File: src/design/pidr_pkg.sv
package pidr_pkg;

   localparam int DATA_W    = 16;
   localparam int ERR_W     = 17;
   localparam int DERR_W    = 18;
   localparam int GAIN_W    = 32;
   localparam int TICK_W    = 32;
   localparam int INTEG_W   = 48;
   localparam int WIDE_W    = 64;
   localparam int CSR_W     = 33;
   localparam int CSR_IDX_W = 3;
   localparam int ACTION_W  = 3;

   localparam int MUL_A_W = 48;
   localparam int MUL_B_W = 32;
   localparam int MUL_P_W = MUL_A_W + MUL_B_W;
   localparam int DIV_N_W = 48;
   localparam int DIV_D_W = 32;

   localparam logic [CSR_W-1:0] MODE_RESET = 33'd20;

   localparam logic [WIDE_W-1:0]        SATQ     = 64'h0000_7FFF_FFFF_FFFF;
   localparam logic signed [WIDE_W-1:0] SATQ_S   = 64'sh0000_7FFF_FFFF_FFFF;
   localparam logic signed [WIDE_W-1:0] PRESAT_S = 64'sh0000_0100_0000_0000;

   localparam logic [ACTION_W-1:0] ACT_TICK   = 3'd0;
   localparam logic [ACTION_W-1:0] ACT_SAMPLE = 3'd1;
   localparam logic [ACTION_W-1:0] ACT_REPEAT = 3'd2;
   localparam logic [ACTION_W-1:0] ACT_RESET  = 3'd3;
   localparam logic [ACTION_W-1:0] ACT_SKIP   = 3'd4;

   localparam logic [CSR_IDX_W-1:0] CSR_KP    = 3'd0;
   localparam logic [CSR_IDX_W-1:0] CSR_KI    = 3'd1;
   localparam logic [CSR_IDX_W-1:0] CSR_KD    = 3'd2;
   localparam logic [CSR_IDX_W-1:0] CSR_KF    = 3'd3;
   localparam logic [CSR_IDX_W-1:0] CSR_OLIM  = 3'd4;
   localparam logic [CSR_IDX_W-1:0] CSR_ISLIM = 3'd5;
   localparam logic [CSR_IDX_W-1:0] CSR_RAMP  = 3'd6;
   localparam logic [CSR_IDX_W-1:0] CSR_MODE  = 3'd7;

   typedef struct packed {
      logic [ACTION_W-1:0]      action;
      logic signed [DATA_W-1:0] actual;
      logic signed [DATA_W-1:0] setpoint;
   } req_type;

   typedef struct packed {
      logic signed [DATA_W-1:0] drive;
      logic                     updated;
   } rsp_type;

   typedef enum logic [3:0] {
      ST_IDLE, ST_CHECK, ST_MUL, ST_MWAIT, ST_DIV, ST_DWAIT,
      ST_SUM, ST_RAMP, ST_LIMIT, ST_ROUND, ST_DONE
   } state_type;

   typedef enum logic [3:0] {
      OP_FF, OP_P, OP_D, OP_E, OP_I, OP_UP, OP_DN, OP_FM, OP_FL
   } op_type;

   function automatic logic [WIDE_W-1:0] sat_mag(input logic [MUL_P_W-1:0] m);
      if (m > MUL_P_W'(SATQ)) begin
         return SATQ;
      end else begin
         return m[WIDE_W-1:0];
      end
   endfunction

   function automatic logic signed [WIDE_W-1:0] with_sign(input logic neg,
                                                          input logic [WIDE_W-1:0] mag);
      logic signed [WIDE_W-1:0] s;
      s = $signed(mag);
      return neg ? -s : s;
   endfunction

   function automatic logic signed [WIDE_W-1:0] clip64(input logic signed [WIDE_W-1:0] v,
                                                       input logic signed [WIDE_W-1:0] lo,
                                                       input logic signed [WIDE_W-1:0] hi);
      if (v > hi) begin
         return hi;
      end else if (v < lo) begin
         return lo;
      end else begin
         return v;
      end
   endfunction

   function automatic logic between(input logic signed [WIDE_W-1:0] v,
                                    input logic signed [WIDE_W-1:0] lo,
                                    input logic signed [WIDE_W-1:0] hi);
      return (lo < v) && (v < hi);
   endfunction

endpackage

File: src/design/pidr_div.sv
module pidr_div #(
   parameter int N_W = pidr_pkg::DIV_N_W,
   parameter int D_W = pidr_pkg::DIV_D_W
) (
   input  logic           clock,
   input  logic           reset,
   input  logic           start,
   input  logic [N_W-1:0] dividend,
   input  logic [D_W-1:0] divisor,
   output logic           done,
   output logic [N_W-1:0] quotient
);
   localparam int CNT_W = (N_W > 1) ? $clog2(N_W) : 1;

   logic [D_W-1:0]   rem_ff, rem_in;
   logic [N_W-1:0]   quot_ff, quot_in;
   logic [D_W-1:0]   dvsr_ff, dvsr_in;
   logic [CNT_W-1:0] cnt_ff, cnt_in;
   logic             busy_ff, busy_in;
   logic             done_ff, done_in;
   logic [D_W:0]     rem_sh, diff;
   logic             ge;

   // restoring division, one quotient bit per cycle
   always_comb begin
      rem_in  = rem_ff;
      quot_in = quot_ff;
      dvsr_in = dvsr_ff;
      cnt_in  = cnt_ff;
      busy_in = busy_ff;
      done_in = 1'b0;
      rem_sh  = {rem_ff, quot_ff[N_W-1]};
      diff    = rem_sh - {1'b0, dvsr_ff};
      ge      = rem_sh >= {1'b0, dvsr_ff};
      if (start) begin
         rem_in  = '0;
         quot_in = dividend;
         dvsr_in = divisor;
         cnt_in  = '0;
         busy_in = 1'b1;
      end else if (busy_ff) begin
         rem_in  = ge ? diff[D_W-1:0] : rem_sh[D_W-1:0];
         quot_in = {quot_ff[N_W-2:0], ge};
         cnt_in  = cnt_ff + 1'b1;
         if (cnt_ff == CNT_W'(N_W - 1)) begin
            busy_in = 1'b0;
            done_in = 1'b1;
         end
      end
   end

   always_ff @(posedge clock) begin
      if (reset) begin
         busy_ff <= 1'b0;
         done_ff <= 1'b0;
      end else begin
         busy_ff <= busy_in;
         done_ff <= done_in;
      end
   end

   always_ff @(posedge clock) begin
      rem_ff  <= rem_in;
      quot_ff <= quot_in;
      dvsr_ff <= dvsr_in;
      cnt_ff  <= cnt_in;
   end

   assign done     = done_ff;
   assign quotient = quot_ff;

endmodule

File: config.mk
export PLATFORM = sky130hd
export DESIGN_NAME = pidr_div
export DESIGN_NICKNAME = d
export VERILOG_FILES = /design/src/design/pidr_pkg.sv /design/src/design/pidr_div.sv
export SDC_FILE = /design/constraint.sdc
export NUM_CORES = 1
export LEC_CHECK = 0
export BUFFER_PORTS_ARGS = -buffer_cell sky130_fd_sc_hd__buf_2
export CAP_MARGIN = 20
export CORE_UTILIZATION = 40
export CTS_CLUSTER_SIZE = 8
export DETAILED_ROUTE_END_ITERATION = 8
export PLACE_DENSITY_LB_ADDON = 0.15
export SLEW_MARGIN = 5
export SYNTH_ARGS = -nofsm -noshare
export SYNTH_HDL_FRONTEND = slang
export SYNTH_SLANG_ARGS = --single-unit
File: constraint.sdc
create_clock -name clock -period 6.4 [get_ports clock]
set_input_delay 0.96 -clock clock [delete_from_list [all_inputs] [get_ports clock]]
set_output_delay 0.96 -clock clock [all_outputs]
set_load 0.01 [all_outputs]
**Yosys cells after proc, flatten, opt, wreduce, memory -nomap -nowiden**

Index checks and enable logic that the tools add are counted.
W data, S select, Z words.

- Input port bits: 83
- Output and inout port bits: 49
- Bits in registers: 120
- Logic and storage cells: 20

- $lt $le $gt $ge: 1
- Equal/unequal tests: 1
- Muxes and demuxes: 7
- Bitwise gates (word level): 1
- Add/subtract/negate cells: 2
- Reduce and logical (&&, ||, !) cells: 2

Operators with widths:

| kind | number |
|---|---|
| $mux W48 | 2 |
| $ge A33 B32 Y1 | 1 |
| $mux W32 | 1 |
| $sub A32 B32 Y32 | 1 |
| $add A6 B1 Y6 const B | 1 |
| $eq A6 B6 Y1 const B | 1 |
| $mux W1 | 4 |
| $reduce_or A3 Y1 | 1 |
| $reduce_bool A2 Y1 | 1 |
| $not A1 Y1 | 1 |

**Depth between registers and ports, before layout**

- Depth in word-level cells: 4
- Gate-level depth with buffers: 13

**Least setup slack after synthesis**

OpenSTA, ideal clock, no wires.

- Path type: register to register
- Start: reg dvsr_ff[7]
- End: reg quot_ff[0], in the netlist quotient[0], data pin
- Data required time: 6.140 ns
- Stages on the path, launching flop included: 13
- Data arrival time: 2.585 ns
- Setup slack: 3.555 ns
- Clock period less this slack: 2.845 ns
- Cell sequence: edfxtp_1 inv_1 ha_1 buf_6 a211o_1 o211ai_2 a21oi_2 o31ai_4 a31oi_4 a211o_1 buf_6 buf_8 mux2_2

- Cells in the longest elaborated chain, start to end: 3

RTL lines:

| item | RTL line | RTL |
|---|---|---|
| start, declared | pidr_div.sv:17 | `logic [D_W-1:0] dvsr_ff, dvsr_in;` |
| start signal, assigned | pidr_div.sv:65 | `dvsr_ff <= dvsr_in;` |
| $ge A33 B32 Y1 | pidr_div.sv:34 | `ge = rem_sh >= {1'b0, dvsr_ff};` |
| $mux W48 | pidr_div.sv:41 | `end else if (busy_ff) begin` |
| $mux W48 | pidr_div.sv:35 | `if (start) begin` |
| via quot_in[0] | pidr_div.sv:16 | `logic [N_W-1:0] quot_ff, quot_in;` |
| end signal, assigned | pidr_div.sv:64 | `quot_ff <= quot_in;` |
| end, declared | pidr_div.sv:16 |  |

The timed path passes the listed nets, and every way through them passes these cells. The select of a mux whose other input is x is not followed.
A chain may end at the register's enable or synchronous reset.

**Final worst setup path**

- Start: reg dvsr_ff[14]
- End: reg rem_ff[0]

- Cells in the longest elaborated chain, start to end: 2

RTL lines:

| item | RTL line | RTL |
|---|---|---|
| $ge A33 B32 Y1 | pidr_div.sv:34 |  |
| $mux W32 | pidr_div.sv:42 | `rem_in = ge ? diff[D_W-1:0] : rem_sh[D_W-1:0];` |
| end signal, assigned | pidr_div.sv:63 | `rem_ff <= rem_in;` |
| end, declared | pidr_div.sv:15 | `logic [D_W-1:0] rem_ff, rem_in;` |

Every way passes these cells.

==> key figures <==
Outcome
  – Status: finished clean

Drt
  – Initial DRT Pass Iterations: 5
  – Total wire length: 15,400 µm
  – Via/cell ratio: 5.28
  – Vias: 5,096
  – Residual DRC: 0
  – Wire length per cell: 15.9 µm
  – Antenna Nets Post-Route: 0
  – DR iter-0 viols: 295

Synthesis
  – Synth area leader: edfxtp_1
  – Post-synth EDFFs: 80
  – Syn. warnings: 0
  – Synth area leaders: edfxtp_1 36%, dfxtp_1 12%, mux2_2 8.0%
  – Cell variety after synth: 68
  – Commonest cells post-synth: 80 x edfxtp_1, 49 x nor2_1, 48 x mux2_2
  – Post-Syn Instances: 611
  – Syn_nets: 728
  – Top-count cell post-synth: edfxtp_1
  – Synth Cell Area: 6750 µm²
  – Synth Register Bits: 120
  – Ys async rst share: 0%
  – Share of the synthesized area in the top cell type: 35.6%
  – Syn avg cell area: 11.0 µm²
  – Sequential-to-total area share from yosys stat: 47.4%
  – Ys flop type: edfxtp_1

CTS
  – Clock buffer count from CTS: 17
  – CTS tree: done
  – Reg clk slew, reported paths: 0.06 ns
  – Post-CTS setup buffer count: 0
  – Number of gates resized after CTS: 0
  – Max clock buf depth: 2
  – Post-CTS Hold Buffers: 0
  – H-tree Lvls: 4
  – Root buffer cell: clkbuf_16
  – Clk_lat worst skew: 0.42 ns
  – CTS Sinks: 120

Timing
  – Crit path time final: 3.75 ns
  – Setup violations, final: 0
  – Crit share post-route: 58.5%
  – Slew @ Worst Pin: 1.01 ns
  – Skew final: 0.0101 ns
  – Hold Vio Cnt, Final: 0
  – Slew headroom: 32.3%
  – Fin. max-slew vios: 0
  – Post-Route Setup TNS: 0 ns
  – RSZ-0062 raised after global routing: false
  – F_max: 0.267 GHz

Global routing
  – Global-route wire length before repair: 25,700 µm
  – Initial antenna violation count: 0
  – Grt total ovfl: 0
  – Vias in the first global route: 5,213
  – Largest net degree at the start of global routing: 67
  – Gr usage total: 18.6%

Hold path
  – Worst hold path class: reg -> reg

Worst setup path
  – Slowest-stage cell, CP: a211o_1
  – CP cell instances: inv_1, ha_1, nand4_1, nor4b_1, a31oi_1, and3_1, a31oi_4, a211o_1, buf_4, mux2_4, a211oi_2
  – WS Path Type: reg -> reg
  – CP startpoint kind: flop
  – Critical path required time: 6.74 ns
  – Worst-path fanout max: 24
  – Critical Path AT: 4.08 ns
  – Crit. End Element: flop
  – Max incr delay on CP: 0.55 ns

Power and ir drop
  – Worst VDD drop: 0.183 mV
  – Final Power: 2450 µW
  – Pwr Density: 300 nW/µm²
  – Leak: 0.00344 µW

Finish
  – Filler Cell Count: 1,529
  – Layout net count: 850
  – Ant diodes: 0
  – Layout cells sized above 1: 30.6%
  – Area growth from synthesis to layout: 21.1%
  – Multi-input gate area: 3220 µm²
  – Sequential Area: 3200 µm²

Die
  – Site row count: 47
  – Die Y: 132 µm
  – Starting density of the core: 40.9%
  – Die ar.: 17,400 µm²
  – Die width: 132 µm
  – Num ports: 132
  – Core footprint: 16,500 µm²

Place
  – HPWL after DPL: 10,800 µm
  – Number of port buffers: 131
  – Gp weighted congestion: 0.856

Flow run
  – Max Cap Violations: 0
==> metal layers <==
metal | GRT usage, % | vias to the layer above | part of all wire, %
met3 | 5.00 | 15 | 4.7
met5 | 0 | - | 0
met4 | 7.04 | 0 | 1.2
li1 | - | 2531 | -
met1 | 23.1 | 2432 | 46
met2 | 30.8 | 118 | 48
==> final timing paths <==
check | start | to | slack [ns] | depth (start not counted)
max reg2reg | dvsr_ff[14] | rem_ff[0] | 2.65 | 11
min reg2reg | cnt_ff[5] | cnt_ff[5] | 0.50 | 2
max | dvsr_ff[14] | rem_ff[0] | 2.65 | 11
min | cnt_ff[5] | cnt_ff[5] | 0.50 | 2
==> report_power, final <==
part / switching (µW) / internal (µW) / total [µW]
sequential: 36.0 / 907 / 943
combinational: 261 / 205 / 466
clock: 383 / 662 / 1040
total: 680 / 1770 / 2450
==> cell families after synthesis <==
family,count (synthesis),synth area share (%)
xor+xnor,30,3.89
fa+ha+maj,34,6.41
flops,120,47.4
buf+inv,71,4.80
mux,74,11.9
compound gates,144,15.5
simple gates,138,10.0
==> flip-flops by register name, summed over array words and instances, names as in the netlist <==
name / cells
busy_ff: 1
cnt_ff: 6
done: 1
dvsr_ff: 32
quotient: 48
rem_ff: 32
==> cells in the final DEF (no fill, tap or decap), types with 5 or more instances in the layout <==
cell type / Yosys / layout
o21ai_0: 21 / 21
dfxtp_1: 40 / 39
inv_6: 0 / 5
nor2b_1: 6 / 6
a21o_1: 10 / 10
nand2b_1: 8 / 8
ha_1: 33 / 33
o21bai_1: 7 / 7
xnor2_1: 14 / 14
o211ai_1: 5 / 5
clkbuf_16: 0 / 17
buf_2: 4 / 130
nand2_1: 30 / 30
edfxtp_1: 80 / 80
xor2_1: 16 / 16
nor3_1: 8 / 8
mux2i_1: 25 / 25
nand4_1: 11 / 11
inv_1: 40 / 39
a21oi_1: 31 / 31
a211oi_1: 30 / 30
nor2_1: 49 / 49
mux2_2: 48 / 48
==> worst max-delay path, delay by kind of cell, from the launching register on <==
kind | cells | cell delay (ns)
flops | 1 | 0.32
simple gates | 3 | 0.92
compound gates | 4 | 1.15
fa+ha+maj | 1 | 0.42
mux | 1 | 0.34
buf+inv | 2 | 0.50
==> through the flow <==
step | cells | hold slack (ns) | utilization [%] | area [µm²] | worst slack, ns
after floorplan | 611 | 0.453 | - | 6750 | 3.55
after global routing | 966 | 0.525 | 49.5 | 8180 | 2.34
after CTS | 966 | 0.505 | 49.5 | 8180 | 2.67
after detailed placement | 934 | 0.495 | 45.6 | 7530 | 2.70
final | 966 | 0.499 | 49.5 | 8180 | 2.65
after global placement | 934 | 0.462 | 45.6 | 7530 | 2.79
==> cell type report <==
cell class	instances	area share, %
inverter	40	1.84
timing repair buffer	134	8.33
multi-input combinational	420	39.4
sequential	120	39.2
clock inverter	15	2.63
tap	220	3.37
clock buffer	17	5.20
Note: power is estimated with default switching activity, not from simulation.
