## src/design/pidr_pkg.sv

```systemverilog
package pidr_pkg;

   localparam int DATA_W    = 16;
   localparam int ERR_W     = 17;
   localparam int DERR_W    = 18;
   localparam int GAIN_W    = 32;
   localparam int TICK_W    = 32;
   localparam int INTEG_W   = 48;
   localparam int WIDE_W    = 64;
   localparam int CSR_W     = 33;
   localparam int CSR_IDX_W = 3;
   localparam int ACTION_W  = 3;

   localparam int MUL_A_W = 48;
   localparam int MUL_B_W = 32;
   localparam int MUL_P_W = MUL_A_W + MUL_B_W;
   localparam int DIV_N_W = 48;
   localparam int DIV_D_W = 32;

   localparam logic [CSR_W-1:0] MODE_RESET = 33'd20;

   localparam logic [WIDE_W-1:0]        SATQ     = 64'h0000_7FFF_FFFF_FFFF;
   localparam logic signed [WIDE_W-1:0] SATQ_S   = 64'sh0000_7FFF_FFFF_FFFF;
   localparam logic signed [WIDE_W-1:0] PRESAT_S = 64'sh0000_0100_0000_0000;

   localparam logic [ACTION_W-1:0] ACT_TICK   = 3'd0;
   localparam logic [ACTION_W-1:0] ACT_SAMPLE = 3'd1;
   localparam logic [ACTION_W-1:0] ACT_REPEAT = 3'd2;
   localparam logic [ACTION_W-1:0] ACT_RESET  = 3'd3;
   localparam logic [ACTION_W-1:0] ACT_SKIP   = 3'd4;

   localparam logic [CSR_IDX_W-1:0] CSR_KP    = 3'd0;
   localparam logic [CSR_IDX_W-1:0] CSR_KI    = 3'd1;
   localparam logic [CSR_IDX_W-1:0] CSR_KD    = 3'd2;
   localparam logic [CSR_IDX_W-1:0] CSR_KF    = 3'd3;
   localparam logic [CSR_IDX_W-1:0] CSR_OLIM  = 3'd4;
   localparam logic [CSR_IDX_W-1:0] CSR_ISLIM = 3'd5;
   localparam logic [CSR_IDX_W-1:0] CSR_RAMP  = 3'd6;
   localparam logic [CSR_IDX_W-1:0] CSR_MODE  = 3'd7;

   typedef struct packed {
      logic [ACTION_W-1:0]      action;
      logic signed [DATA_W-1:0] actual;
      logic signed [DATA_W-1:0] setpoint;
   } req_type;

   typedef struct packed {
      logic signed [DATA_W-1:0] drive;
      logic                     updated;
   } rsp_type;

   typedef enum logic [3:0] {
      ST_IDLE, ST_CHECK, ST_MUL, ST_MWAIT, ST_DIV, ST_DWAIT,
      ST_SUM, ST_RAMP, ST_LIMIT, ST_ROUND, ST_DONE
   } state_type;

   typedef enum logic [3:0] {
      OP_FF, OP_P, OP_D, OP_E, OP_I, OP_UP, OP_DN, OP_FM, OP_FL
   } op_type;

   function automatic logic [WIDE_W-1:0] sat_mag(input logic [MUL_P_W-1:0] m);
      if (m > MUL_P_W'(SATQ)) begin
         return SATQ;
      end else begin
         return m[WIDE_W-1:0];
      end
   endfunction

   function automatic logic signed [WIDE_W-1:0] with_sign(input logic neg,
                                                          input logic [WIDE_W-1:0] mag);
      logic signed [WIDE_W-1:0] s;
      s = $signed(mag);
      return neg ? -s : s;
   endfunction

   function automatic logic signed [WIDE_W-1:0] clip64(input logic signed [WIDE_W-1:0] v,
                                                       input logic signed [WIDE_W-1:0] lo,
                                                       input logic signed [WIDE_W-1:0] hi);
      if (v > hi) begin
         return hi;
      end else if (v < lo) begin
         return lo;
      end else begin
         return v;
      end
   endfunction

   function automatic logic between(input logic signed [WIDE_W-1:0] v,
                                    input logic signed [WIDE_W-1:0] lo,
                                    input logic signed [WIDE_W-1:0] hi);
      return (lo < v) && (v < hi);
   endfunction

endpackage

```

## src/design/pidr_mul.sv

```systemverilog
module pidr_mul #(
   parameter int A_W = pidr_pkg::MUL_A_W,
   parameter int B_W = pidr_pkg::MUL_B_W
) (
   input  logic             clock,
   input  logic             reset,
   input  logic             start,
   input  logic [A_W-1:0]   mul_a,
   input  logic [B_W-1:0]   mul_b,
   output logic             done,
   output logic [A_W+B_W-1:0] product
);
   localparam int CNT_W = (B_W > 1) ? $clog2(B_W) : 1;

   logic [A_W+B_W-1:0] acc_ff, acc_in;
   logic [A_W-1:0]     mcand_ff, mcand_in;
   logic [B_W-1:0]     mplier_ff, mplier_in;
   logic [CNT_W-1:0]   cnt_ff, cnt_in;
   logic               busy_ff, busy_in;
   logic               done_ff, done_in;
   logic [A_W:0]       hi_sum;

   // one multiplier bit per cycle, accumulator shifts right
   always_comb begin
      acc_in    = acc_ff;
      mcand_in  = mcand_ff;
      mplier_in = mplier_ff;
      cnt_in    = cnt_ff;
      busy_in   = busy_ff;
      done_in   = 1'b0;
      hi_sum    = {1'b0, acc_ff[A_W+B_W-1:B_W]} + (mplier_ff[0] ? {1'b0, mcand_ff} : '0);
      if (start) begin
         acc_in    = '0;
         mcand_in  = mul_a;
         mplier_in = mul_b;
         cnt_in    = '0;
         busy_in   = 1'b1;
      end else if (busy_ff) begin
         acc_in    = {hi_sum, acc_ff[B_W-1:1]};
         mplier_in = mplier_ff >> 1;
         cnt_in    = cnt_ff + 1'b1;
         if (cnt_ff == CNT_W'(B_W - 1)) begin
            busy_in = 1'b0;
            done_in = 1'b1;
         end
      end
   end

   always_ff @(posedge clock) begin
      if (reset) begin
         busy_ff <= 1'b0;
         done_ff <= 1'b0;
      end else begin
         busy_ff <= busy_in;
         done_ff <= done_in;
      end
   end

   always_ff @(posedge clock) begin
      acc_ff    <= acc_in;
      mcand_ff  <= mcand_in;
      mplier_ff <= mplier_in;
      cnt_ff    <= cnt_in;
   end

   assign done    = done_ff;
   assign product = acc_ff;

endmodule

```

## config.mk

```make
export PLATFORM = sky130hd
export DESIGN_NAME = pidr_mul
export DESIGN_NICKNAME = d
export VERILOG_FILES = /design/src/design/pidr_pkg.sv /design/src/design/pidr_mul.sv
export SDC_FILE = /design/constraint.sdc
export NUM_CORES = 1
export LEC_CHECK = 0
export BUFFER_PORTS_ARGS = -buffer_cell sky130_fd_sc_hd__clkbuf_2
export CORE_MARGIN = 5
export CORE_UTILIZATION = 40
export DETAILED_ROUTE_END_ITERATION = 16
export PLACE_DENSITY_LB_ADDON = 0.15
export SLEW_MARGIN = 15
export SYNTH_ARGS = -nofsm -noshare
export SYNTH_HDL_FRONTEND = slang
export SYNTH_SLANG_ARGS = --single-unit
```

## constraint.sdc

```tcl
create_clock -name clock -period 2.9 [get_ports clock]
set_input_delay 0.435 -clock clock [delete_from_list [all_inputs] [get_ports clock]]
set_output_delay 0.435 -clock clock [all_outputs]
set_load 0.03 [all_outputs]
```

After elaboration in Yosys (flattened, before gate mapping)
Cells that the tools add are included.
- equal/unequal tests: 1
- reduce and logical (&&, ||, !) cells: 2
- bitwise operators: 1
- $add $sub $neg: 2
- muxes and demuxes: 7
- operators with widths (operator ; count):
    $mux 32 ; 2
    $add 48x48->49 ; 1
    $mux 48 ; 1
    $add 5x1->5 const B ; 1
    $eq 5x5->1 const B ; 1
    $mux 1 ; 4
    $reduce_or 3->1 ; 1
    $reduce_bool 2->1 ; 1
    $not 1->1 ; 1
- logic and storage cells: 19
- output and inout port bits: 81
- bits in registers: 167
- input bits: 83

Longest topological paths before layout
Gate-level depths: netlist of the first run.
- depth in word-level cells: 4
- gate-level depth with buffers: 13
- depth with buffers taken out: 11

Worst setup path before layout of the first run
Ideal clock, no wire load.
- path kind: reg2reg
- from: reg mplier_ff[0]
- to: reg acc_ff[72] (netlist: product[72])
- stages on the path, launching flop included: 13
- data arrival time: 3.048 ns
- clock period less this slack: 3.168 ns
- setup slack: -0.268 ns
- buffers on the path: 2
- data required time: 2.780 ns
- library setup time: 0.120 ns
- path through: edfxtp_1 -> clkbuf_1 -> and2_1 -> ha_1 -> buf_6 -> a21o_1 -> a31o_1 -> or3_1 -> o31a_1 -> a221o_2 -> a31oi_4 -> o31ai_1 -> a211o_1
- longest elaborated chain between the ends: 2
- ends and longest elaborated chain (item ; line ; RTL):
    from (decl) ; pidr_mul.sv:17 ; logic [B_W-1:0] mplier_ff, mplier_in;
    from (signal assigned) ; pidr_mul.sv:62 ; mplier_ff <= mplier_in;
    $mux 48 ; pidr_mul.sv:31 ; hi_sum = {1'b0, acc_ff[A_W+B_W-1:B_W]} + (mplier_ff[0] ? {1'b0, mcand_ff} : '0);
    $add 48x48->49 ; pidr_mul.sv:31 ;
    to (signal assigned) ; pidr_mul.sv:60 ; acc_ff <= acc_in;
    to (decl) ; pidr_mul.sv:15 ; logic [A_W+B_W-1:0] acc_ff, acc_in;
Every way passes these cells.
A chain may end at the register's enable or synchronous reset.

Final worst setup path of the first run
- from: reg mplier_ff[0]
- to: reg acc_ff[78] (netlist: product[78])
The elaborated chain is that of the path after synthesis.

==> impl_metrics.yaml, run 1 <==
status:
  status: "complete, but fails checks"
  failed_checks: "setup timing"
clock_tree:
  clock-root-buffer: "clkbuf_16"
  path_clk_slew_ns: 0.08
  cts_made_buffers: 17
  clock_latency_ns: 0.44
  postCtsHoldBufs: 0
  clkSinkCount: 167
  cts_tree: "built"
  h-tree-depth: 4
  clockBufferDepth: 2
logic_synthesis:
  ys.flop_type: "dfxtp_1"
  synth_area_um2: 8960
  synth-seq-cells: 167
  synth-seq-area-share_pct: 46.3
  synth_area_per_cell_um2: 10.2
  syn_inst: 876
  yosys.area.top_type: "edfxtp_1"
  ys_async_sr_fraction_pct: 0
  synth_area_leaders: "edfxtp_1 (27%), dfxtp_1 (19%), ha_1 (7.0%)"
  synth.distinct_cells: 71
  synth_edf_count: 80
  mappedNetlistNets: 1010
  yosysWarnings: 0
  synth_top_area_share_pct: 26.8
placement:
  dpl.hpwl_um: 17200
  portBuffers: 163
  gp_congestion: 0.903
  place_inst: 1397
routing:
  drt_iter0_drc: 342
  firstDrtPassIters: 4
  drcViolationCount: 0
  ant_nets: 0
  wl_per_cell_um: 16.5
  routed_wl_um: 23700
  vias: 7406
  vias_per_cell: 5.16
pwr:
  ir_worst_vdd_mv: 0.383
  p_clk_share_pct: 35.8
  internal_power_uw: 4500
  p_comb_share_pct: 22.2
  p_per_area_nw_per_um2: 542
  p_seq_share_pct: 42.0
  power.leakage_uw: 0.00521
  p_sw_share_pct: 31.5
  finalPower_uw: 6570
  power.switching_uw: 2070
worst_setup_path:
  critPathKind: "flop to flop"
  cp_data_arrival_time_ns: 3.48
  crit_path_end_kind: "flop"
  crit_required_ns: 3.19
  cp_max_fo: 22
  critPathLaunchType: "flop"
die:
  rows: 54
  die-width_um: 160
  start_util_pct: 40.8
  fp.dieH_um: 160
  core_um2: 22000
  ioPinCount: 164
  dieArea_um2: 25500
timing:
  maxSlewHeadroom_pct: 49.1
  tightest_slew_ns: 0.764
  period_needed_ns: 3.19
  setup_viol: 13
  post-route-period-util_pct: 110
  maxSlewViolCount: 0
  max_clock_freq_mhz: 313
  fin_ws_ns: -0.292
  grt_setup_unrepaired: "true"
  clock_skew_ns: 0.0202
  finalHoldViolations: 0
global_route:
  grt_max_degree: 142
  grt_use_total_pct: 18.2
  gr-total-overflow: 0
  grt_pass1_wl_um: 38200
  grt_pass1_vias: 7354
  antenna_found_initial: 1
cells_and_area:
  final_cells: 1435
  multi_input_area_um2: 5070
  fillers: 1987
  layout_common_cells: "clkbuf_2 (162), buf_4 (135), dfxtp_1 (86)"
  area_delta_synth_final_pct: 35.2
  final_common_cell: "clkbuf_2"
  seq_area_um2: 4150
  final_layout_size_suffix_gt1_share_pct: 39.3
  layout.nets: 1276
  n_antenna_cell: 0
run:
  max_cap_viol_count: 0
min_path:
  hold_class: "primary input to flop"
[sequential cells by signal, indices dropped and copies added (netlist names)]
name and cells:
busy_ff 1, cnt_ff 5, done 1, mcand_ff 48, mplier_ff 32, product 80
[routing by layer]
metal / global-route usage (%) / vias up / routed length (µm)
met5: 0 / - / 13
met4: 5.29 / 2 / 435
met3: 5.93 / 30 / 1630
met2: 28.0 / 183 / 10600
met1: 24.7 / 3445 / 11100
li1: - / 3746 / -
[logic make-up after synthesis]
logic type / after synthesis / synth area share [%]
AO/OA/AOI/OAI: 198 / 14.6
XOR/XNOR: 38 / 3.71
adder cells (fa/ha/maj): 51 / 7.21
buffers and inverters: 67 / 3.41
flip-flops: 167 / 46.3
multiplexers: 80 / 9.37
AND/OR/NAND/NOR: 275 / 15.5
[power groups by stage]
stage	Sequential [µW]	Combinational, µW	Clock, µW
floorplan	2890	738	0
global placement	2800	1340	0
detailed placement	2800	1350	0
CTS	2750	1400	2410
global route	2780	1600	2510
finish	2760	1460	2350
[stage by stage]
stage | hold slack, ns | TNS (ns) | util (%) | instance area [µm²] | worst slack, ns
floorplan | 0.467 | -0.687 | - | 8970 | -0.207
global placement | 0.472 | -3.33 | 49.6 | 10900 | -0.304
detailed placement | 0.480 | -4.80 | 49.6 | 10900 | -0.443
CTS | 0.143 | -1.98 | 53.8 | 11800 | -0.291
global route | 0.133 | -4.42 | 55.2 | 12100 | -0.467
finish | 0.157 | -2.06 | 55.2 | 12100 | -0.292
[repair_timing]
| item | CTS | global route |
|---|---|---|
| gates resized for setup | 49 | 49 |
| gates cloned | 0 | 0 |
| setup buffers | 1 | 5 |
| setup endpoints to repair | 25 | 30 |
| pin swaps | 5 | 12 |
[critical path: stages, from the launching register on]
cell and delay, ns:
edfxtp_1 0.43, buf_12 0.18, and2_1 0.14, ha_1 0.33, nand2_1 0.10, or3_1 0.32, a21o_1 0.21, a211oi_2 0.19
buf_4 0.15, o211ai_1 0.17, and2_4 0.21, o311ai_0 0.45, o2111ai_2 0.16
[Yosys cell counts (4+ instances only)]
master    instances
a211o_1           4
a211oi_1          7
a21o_1           17
a21oi_1          58
a22o_1            4
a31oi_1           6
and2_1           51
and3_1            7
buf_1            10
clkbuf_1         35
dfxtp_1          87
edfxtp_1         80
ha_1             50
inv_1            14
mux2_2           31
mux2i_1          49
nand2_1          58
nand2b_1          5
nand3_1           8
nand3b_1          5
nand4_1          24
nor2_1           75
nor2b_1           4
nor3_1           13
o21a_1            5
o21ai_0          45
o21bai_1          9
o221ai_1          4
o311ai_0          4
o31ai_1           4
or3_1             8
xnor2_1          18
xor2_1           20
[path summary, 6_finish.rpt]
path	from	depth (start not counted)	slack (ns)	end
setup reg to reg	mplier_ff[0]	12	-0.29	product[78]
setup / recovery	mplier_ff[0]	12	-0.29	product[78]
hold reg to reg	product[62]	2	0.47	product[62]
hold / removal	mul_a[40]	1	0.16	mcand_ff[40]
[area by class of cell]
class	instances	share of cell area [%]
clock inverter	15	1.68
clock buffer	17	3.51
sequential	167	34.2
multi-input combinational	642	41.8
tap	280	2.89
inverter	15	0.465
timing repair buffer	299	15.4
Power figures use the tool's default switching activity.
==> run 2: changes to the inputs <==
- TNS_END_PERCENT: unset -> 20
==> impl_metrics.yaml, run 2 (same netlist as run 1, synthesis figures left out) <==
timing:
  max_clock_freq_mhz: 317
  maxSlewHeadroom_pct: 48.6
  setup_viol: 14
  tightest_slew_ns: 0.771
  post-route-period-util_pct: 109
  grt_setup_unrepaired: "true"
  maxSlewViolCount: 0
  fin_ws_ns: -0.259
  period_needed_ns: 3.16
  clock_skew_ns: 0.0214
  finalHoldViolations: 0
global_route:
  antenna_found_initial: 1
  grt_pass1_wl_um: 39100
  grt_pass1_vias: 7443
  grt_use_total_pct: 18.6
  gr-total-overflow: 0
  grt_max_degree: 133
pwr:
  p_per_area_nw_per_um2: 554
  power.leakage_uw: 0.00519
  ir_worst_vdd_mv: 0.474
routing:
  dr_wl_met3_um: 1690
  ant_nets: 0
  met1_length_um: 11100
  routed_wl_um: 24100
  drt_iter0_drc: 348
  firstDrtPassIters: 4
  drcViolationCount: 0
  vias: 7436
  top_layer: "met5"
  wl_per_cell_um: 16.8
  vias_per_cell: 5.17
  wl_met2_um: 10900
min_path:
  min_path_cells: 1
  min_to: "mcand_ff[38]"
  hold_path_startpoint: "mul_a[38]"
  hold_class: "primary input to flop"
worst_setup_path:
  path_cells: "buf_6 -> and2_1 -> ha_4 -> a21o_1 -> a31o_1 -> or3_1 -> o31a_1 -> a221o_2 -> a31oi_4 -> o31ai_1 -> a211o_1"
  cp_data_arrival_time_ns: 3.50
  cpPeakStageDelay_ns: 0.40
  reg2reg_from: "mplier_ff[0]"
  r2r-end: "product[72]"
  cp_max_fo: 19
  cp_slowest_cell: "edfxtp_1"
  crit_required_ns: 3.24
  critPathKind: "flop to flop"
  critPathLaunchType: "flop"
  critPathTopFamily: "compound AO/OA/AOI/OAI gates"
  crit_path_end_kind: "flop"
  ff2ff_setup_slack_ns: -0.26
  crit_buf_inv: 1
  rr_worst_depth: 11
die:
  core_um2: 22000
  fp.dieH_um: 160
  start_util_pct: 40.8
  dieArea_um2: 25500
  rows: 54
  ioPinCount: 164
  die-width_um: 160
placement:
  portBuffers: 163
  place_inst: 1402
  gp_congestion: 0.881
  dpl.hpwl_um: 17600
  placed_area_um2: 10900
status:
  status: "complete, but fails checks"
  failed_checks: "setup timing"
clock_tree:
  postCtsHoldBufs: 0
  clock-root-buffer: "clkbuf_16"
  cts_made_buffers: 17
  clockBufferDepth: 2
  cts_tree: "built"
  clock_latency_ns: 0.45
  clkSinkCount: 167
  h-tree-depth: 4
  path_clk_slew_ns: 0.09
cells_and_area:
  final_common_cell: "clkbuf_2"
  layout.nets: 1277
  layout_common_cells: "clkbuf_2 (162), buf_4 (133), dfxtp_1 (86)"
  final_layout_size_suffix_gt1_share_pct: 37.5
  largest_register_ffs: 80
  area_delta_synth_final_pct: 33.5
  final_cells: 1437
  stdcell_area_um2: 12000
  fillers: 1983
run:
  max_cap_viol_count: 0
run 2: cell types whose count changed in the layout (fill, tap and decap cells not counted), moves of 3 or more:
cell      delta
inv_12       +5
and2_1       +5
buf_6        +3
a21oi_1      +3
ha_4         -4
clkinv_8     -3
ha_1         +4
and2_4       -5
run 2: how the worst max path moves through the flow:
stage / startpoint / endpoint / slack, ns / depth (start not counted)
after floorplan: mplier_ff[0] / product[72] / -0.21 / 12
after global placement: mplier_ff[0] / product[72] / -0.36 / 12
after detailed placement: mplier_ff[0] / product[77] / -0.40 / 13
after CTS: mplier_ff[0] / product[72] / -0.24 / 12
after global routing: mplier_ff[0] / product[72] / -0.38 / 11
final: mplier_ff[0] / product[72] / -0.26 / 11
run 2: metal layers:
metal / vias to the layer above / track usage [%]
met5: - / 0
met4: 2 / 4.77
met3: 31 / 6.47
met2: 171 / 29.5
met1: 3480 / 24.5
li1: 3752 / -
run 2: metrics by stage:
stage / TNS, ns / setup slack [ns] / util (%) / hold slack, ns / power (µW)
floorplan: -0.855 / -0.207 / - / 0.467 / 3620
global route: -4.30 / -0.376 / 54.5 / 0.142 / 6980
finish: -1.76 / -0.259 / 54.5 / 0.158 / 6630
CTS: -1.69 / -0.239 / 53.9 / 0.140 / 6680
global placement: -5.04 / -0.358 / 49.7 / 0.471 / 4160
detailed placement: -5.45 / -0.402 / 49.7 / 0.479 / 4160
run 2: area by class of cell:
class                           instances  area [µm²]  area share, %
Multi-Input combinational cell        642        4880           40.8
Sequential cell                       167        4150           34.7
Timing Repair Buffer                  300        1880           15.7
Clock buffer                           17         425           3.56
Tap cell                              280         350           2.93
Clock inverter                         15         216           1.81
Inverter                               15        56.3          0.471
Antenna cell                            1        2.50         0.0209
run 2: power breakdown:
part	total [µW]	internal (µW)	switching, µW
clock	2430	1210	1210
combinational	1450	665	787
sequential	2750	2650	98.5
run 2: repair_timing:
action | in CTS | in global routing
endpoints found under the setup margin | 31 | 30
gates resized for setup | 50 | 27
pin swaps | 8 | 4
setup buffers | 1 | 1
==> run 3: changes to the inputs <==
- CORE_MARGIN: 5 -> 1.5
==> impl_metrics.yaml, run 3 (same netlist as run 1, synthesis figures left out) <==
routing:
  drcViolationCount: 0
  vias: 7303
  wl_per_cell_um: 16.1
  vias_per_cell: 5.09
  ant_nets: 0
  firstDrtPassIters: 5
  drt_iter0_drc: 304
  routed_wl_um: 23000
die:
  rows: 54
  start_util_pct: 40.9
  die-width_um: 153
  fp.dieH_um: 153
  core_um2: 21900
  ioPinCount: 164
  dieArea_um2: 23300
run:
  max_cap_viol_count: 0
status:
  failed_checks: "setup timing"
  status: "complete, but fails checks"
clock_tree:
  postCtsHoldBufs: 0
  path_clk_slew_ns: 0.08
  clockBufferDepth: 2
  clock_latency_ns: 0.43
  clock-root-buffer: "clkbuf_16"
  cts_made_buffers: 17
  clkSinkCount: 167
  cts_tree: "built"
  h-tree-depth: 4
global_route:
  antenna_found_initial: 1
  grt_max_degree: 60
  grt_pass1_vias: 7289
  grt_use_total_pct: 20.1
  gr-total-overflow: 0
  grt_pass1_wl_um: 37700
timing:
  period_needed_ns: 3.19
  clock_skew_ns: 0.0144
  finalHoldViolations: 0
  maxSlewViolCount: 0
  maxSlewHeadroom_pct: 39.6
  max_clock_freq_mhz: 313
  tightest_slew_ns: 0.905
  post-route-period-util_pct: 110
  setup_viol: 18
  finalSetupTns_ns: -2.08
  fin_ws_ns: -0.294
  grt_setup_unrepaired: "true"
worst_setup_path:
  crit_path_end_kind: "flop"
  worstSetupPathDepth: 11
  cp_data_arrival_time_ns: 3.52
  critPathTopFamily: "compound AO/OA/AOI/OAI gates"
  worstSetupStartpoint: "mplier_ff[0]"
  ff2ff_setup_slack_ns: -0.29
  cpPeakStageDelay_ns: 0.43
  critPathLaunchType: "flop"
  crit_required_ns: 3.22
  cp_slowest_cell: "edfxtp_1"
  rr_worst_depth: 11
  crit_buf_inv: 1
  reg2reg_from: "mplier_ff[0]"
  critPathKind: "flop to flop"
  cp_max_fo: 19
  path_cells: "buf_6 -> and2_1 -> ha_1 -> a21o_1 -> a31o_4 -> or3_1 -> o31a_1 -> a221o_2 -> a31oi_4 -> o31ai_2 -> a211o_1"
pwr:
  p_per_area_nw_per_um2: 557
  power.leakage_uw: 0.00519
  ir_worst_vdd_mv: 0.330
placement:
  gp_congestion: 0.890
  dp_slack_ns: -0.450
  placed_area_um2: 10900
  dpl.hpwl_um: 17100
  portBuffers: 163
  place_inst: 1399
cells_and_area:
  layout.nets: 1274
  area_delta_synth_final_pct: 31.8
  layout_common_cells: "clkbuf_2 (162), buf_4 (134), dfxtp_1 (86)"
  final_common_cell: "clkbuf_2"
  stdcell_area_um2: 11800
  final_util_pct: 53.9
  largest_register_ffs: 80
  final_layout_size_suffix_gt1_share_pct: 35.8
  final_cells: 1434
min_path:
  hold_class: "primary input to flop"
  min_path_cells: 1
  hold_path_startpoint: "mul_a[37]"
run 3: changes by cell type in the layout (fill, tap and decap cells not counted), moves of 5 or more:
cell and change:
a21oi_1 +10, a21oi_2 -9, ha_1 +5, ha_4 -5, o21ai_0 +7, o21ai_1 -6
run 3: stage by stage:
step	total power [µW]	hold WS, ns
global placement	4150	0.476
global route	6880	0.148
detailed placement	4160	0.481
CTS	6630	0.149
floorplan	3620	0.467
finish	6580	0.168
run 3: final timing paths:
kind	to
worst max-delay path	product[72]
worst min-delay path	mcand_ff[37]
worst max register to register	product[72]
worst min register to register	product[55]
run 3: what timing repair did:
action                                  in CTS  in global routing
endpoints found under the setup margin      29                 32
pin swaps                                    3                 10
hold endpoints to repair                     0                  0
resized for setup                           29                 21
setup buffers                                1                  1
cloned                                       0                  0
run 3: layout make-up:
| class | instances | area (µm²) |
|---|---|---|
| timing repair buffer | 297 | 1830 |
| clock buffer | 18 | 450 |
| clock inverter | 14 | 190 |
| tap | 280 | 350 |
| inverter | 15 | 56.3 |
| multi-input combinational | 642 | 4780 |
| sequential | 167 | 4150 |
| fill | 2049 | 10100 |
| antenna | 1 | 2.50 |
run 3: metal layers:
metal	part of all wire, %	vias up	GRT usage [%]
met5	0	-	0
met4	0.92	0	4.49
met3	5.8	14	5.75
met2	45	151	32.1
met1	48	3391	26.9
li1	-	3747	-
run 3: where the power goes:
part	switching, µW	internal (µW)	total, µW
clock network	1160	1250	2410
registers	103	2650	2750
logic	765	647	1410
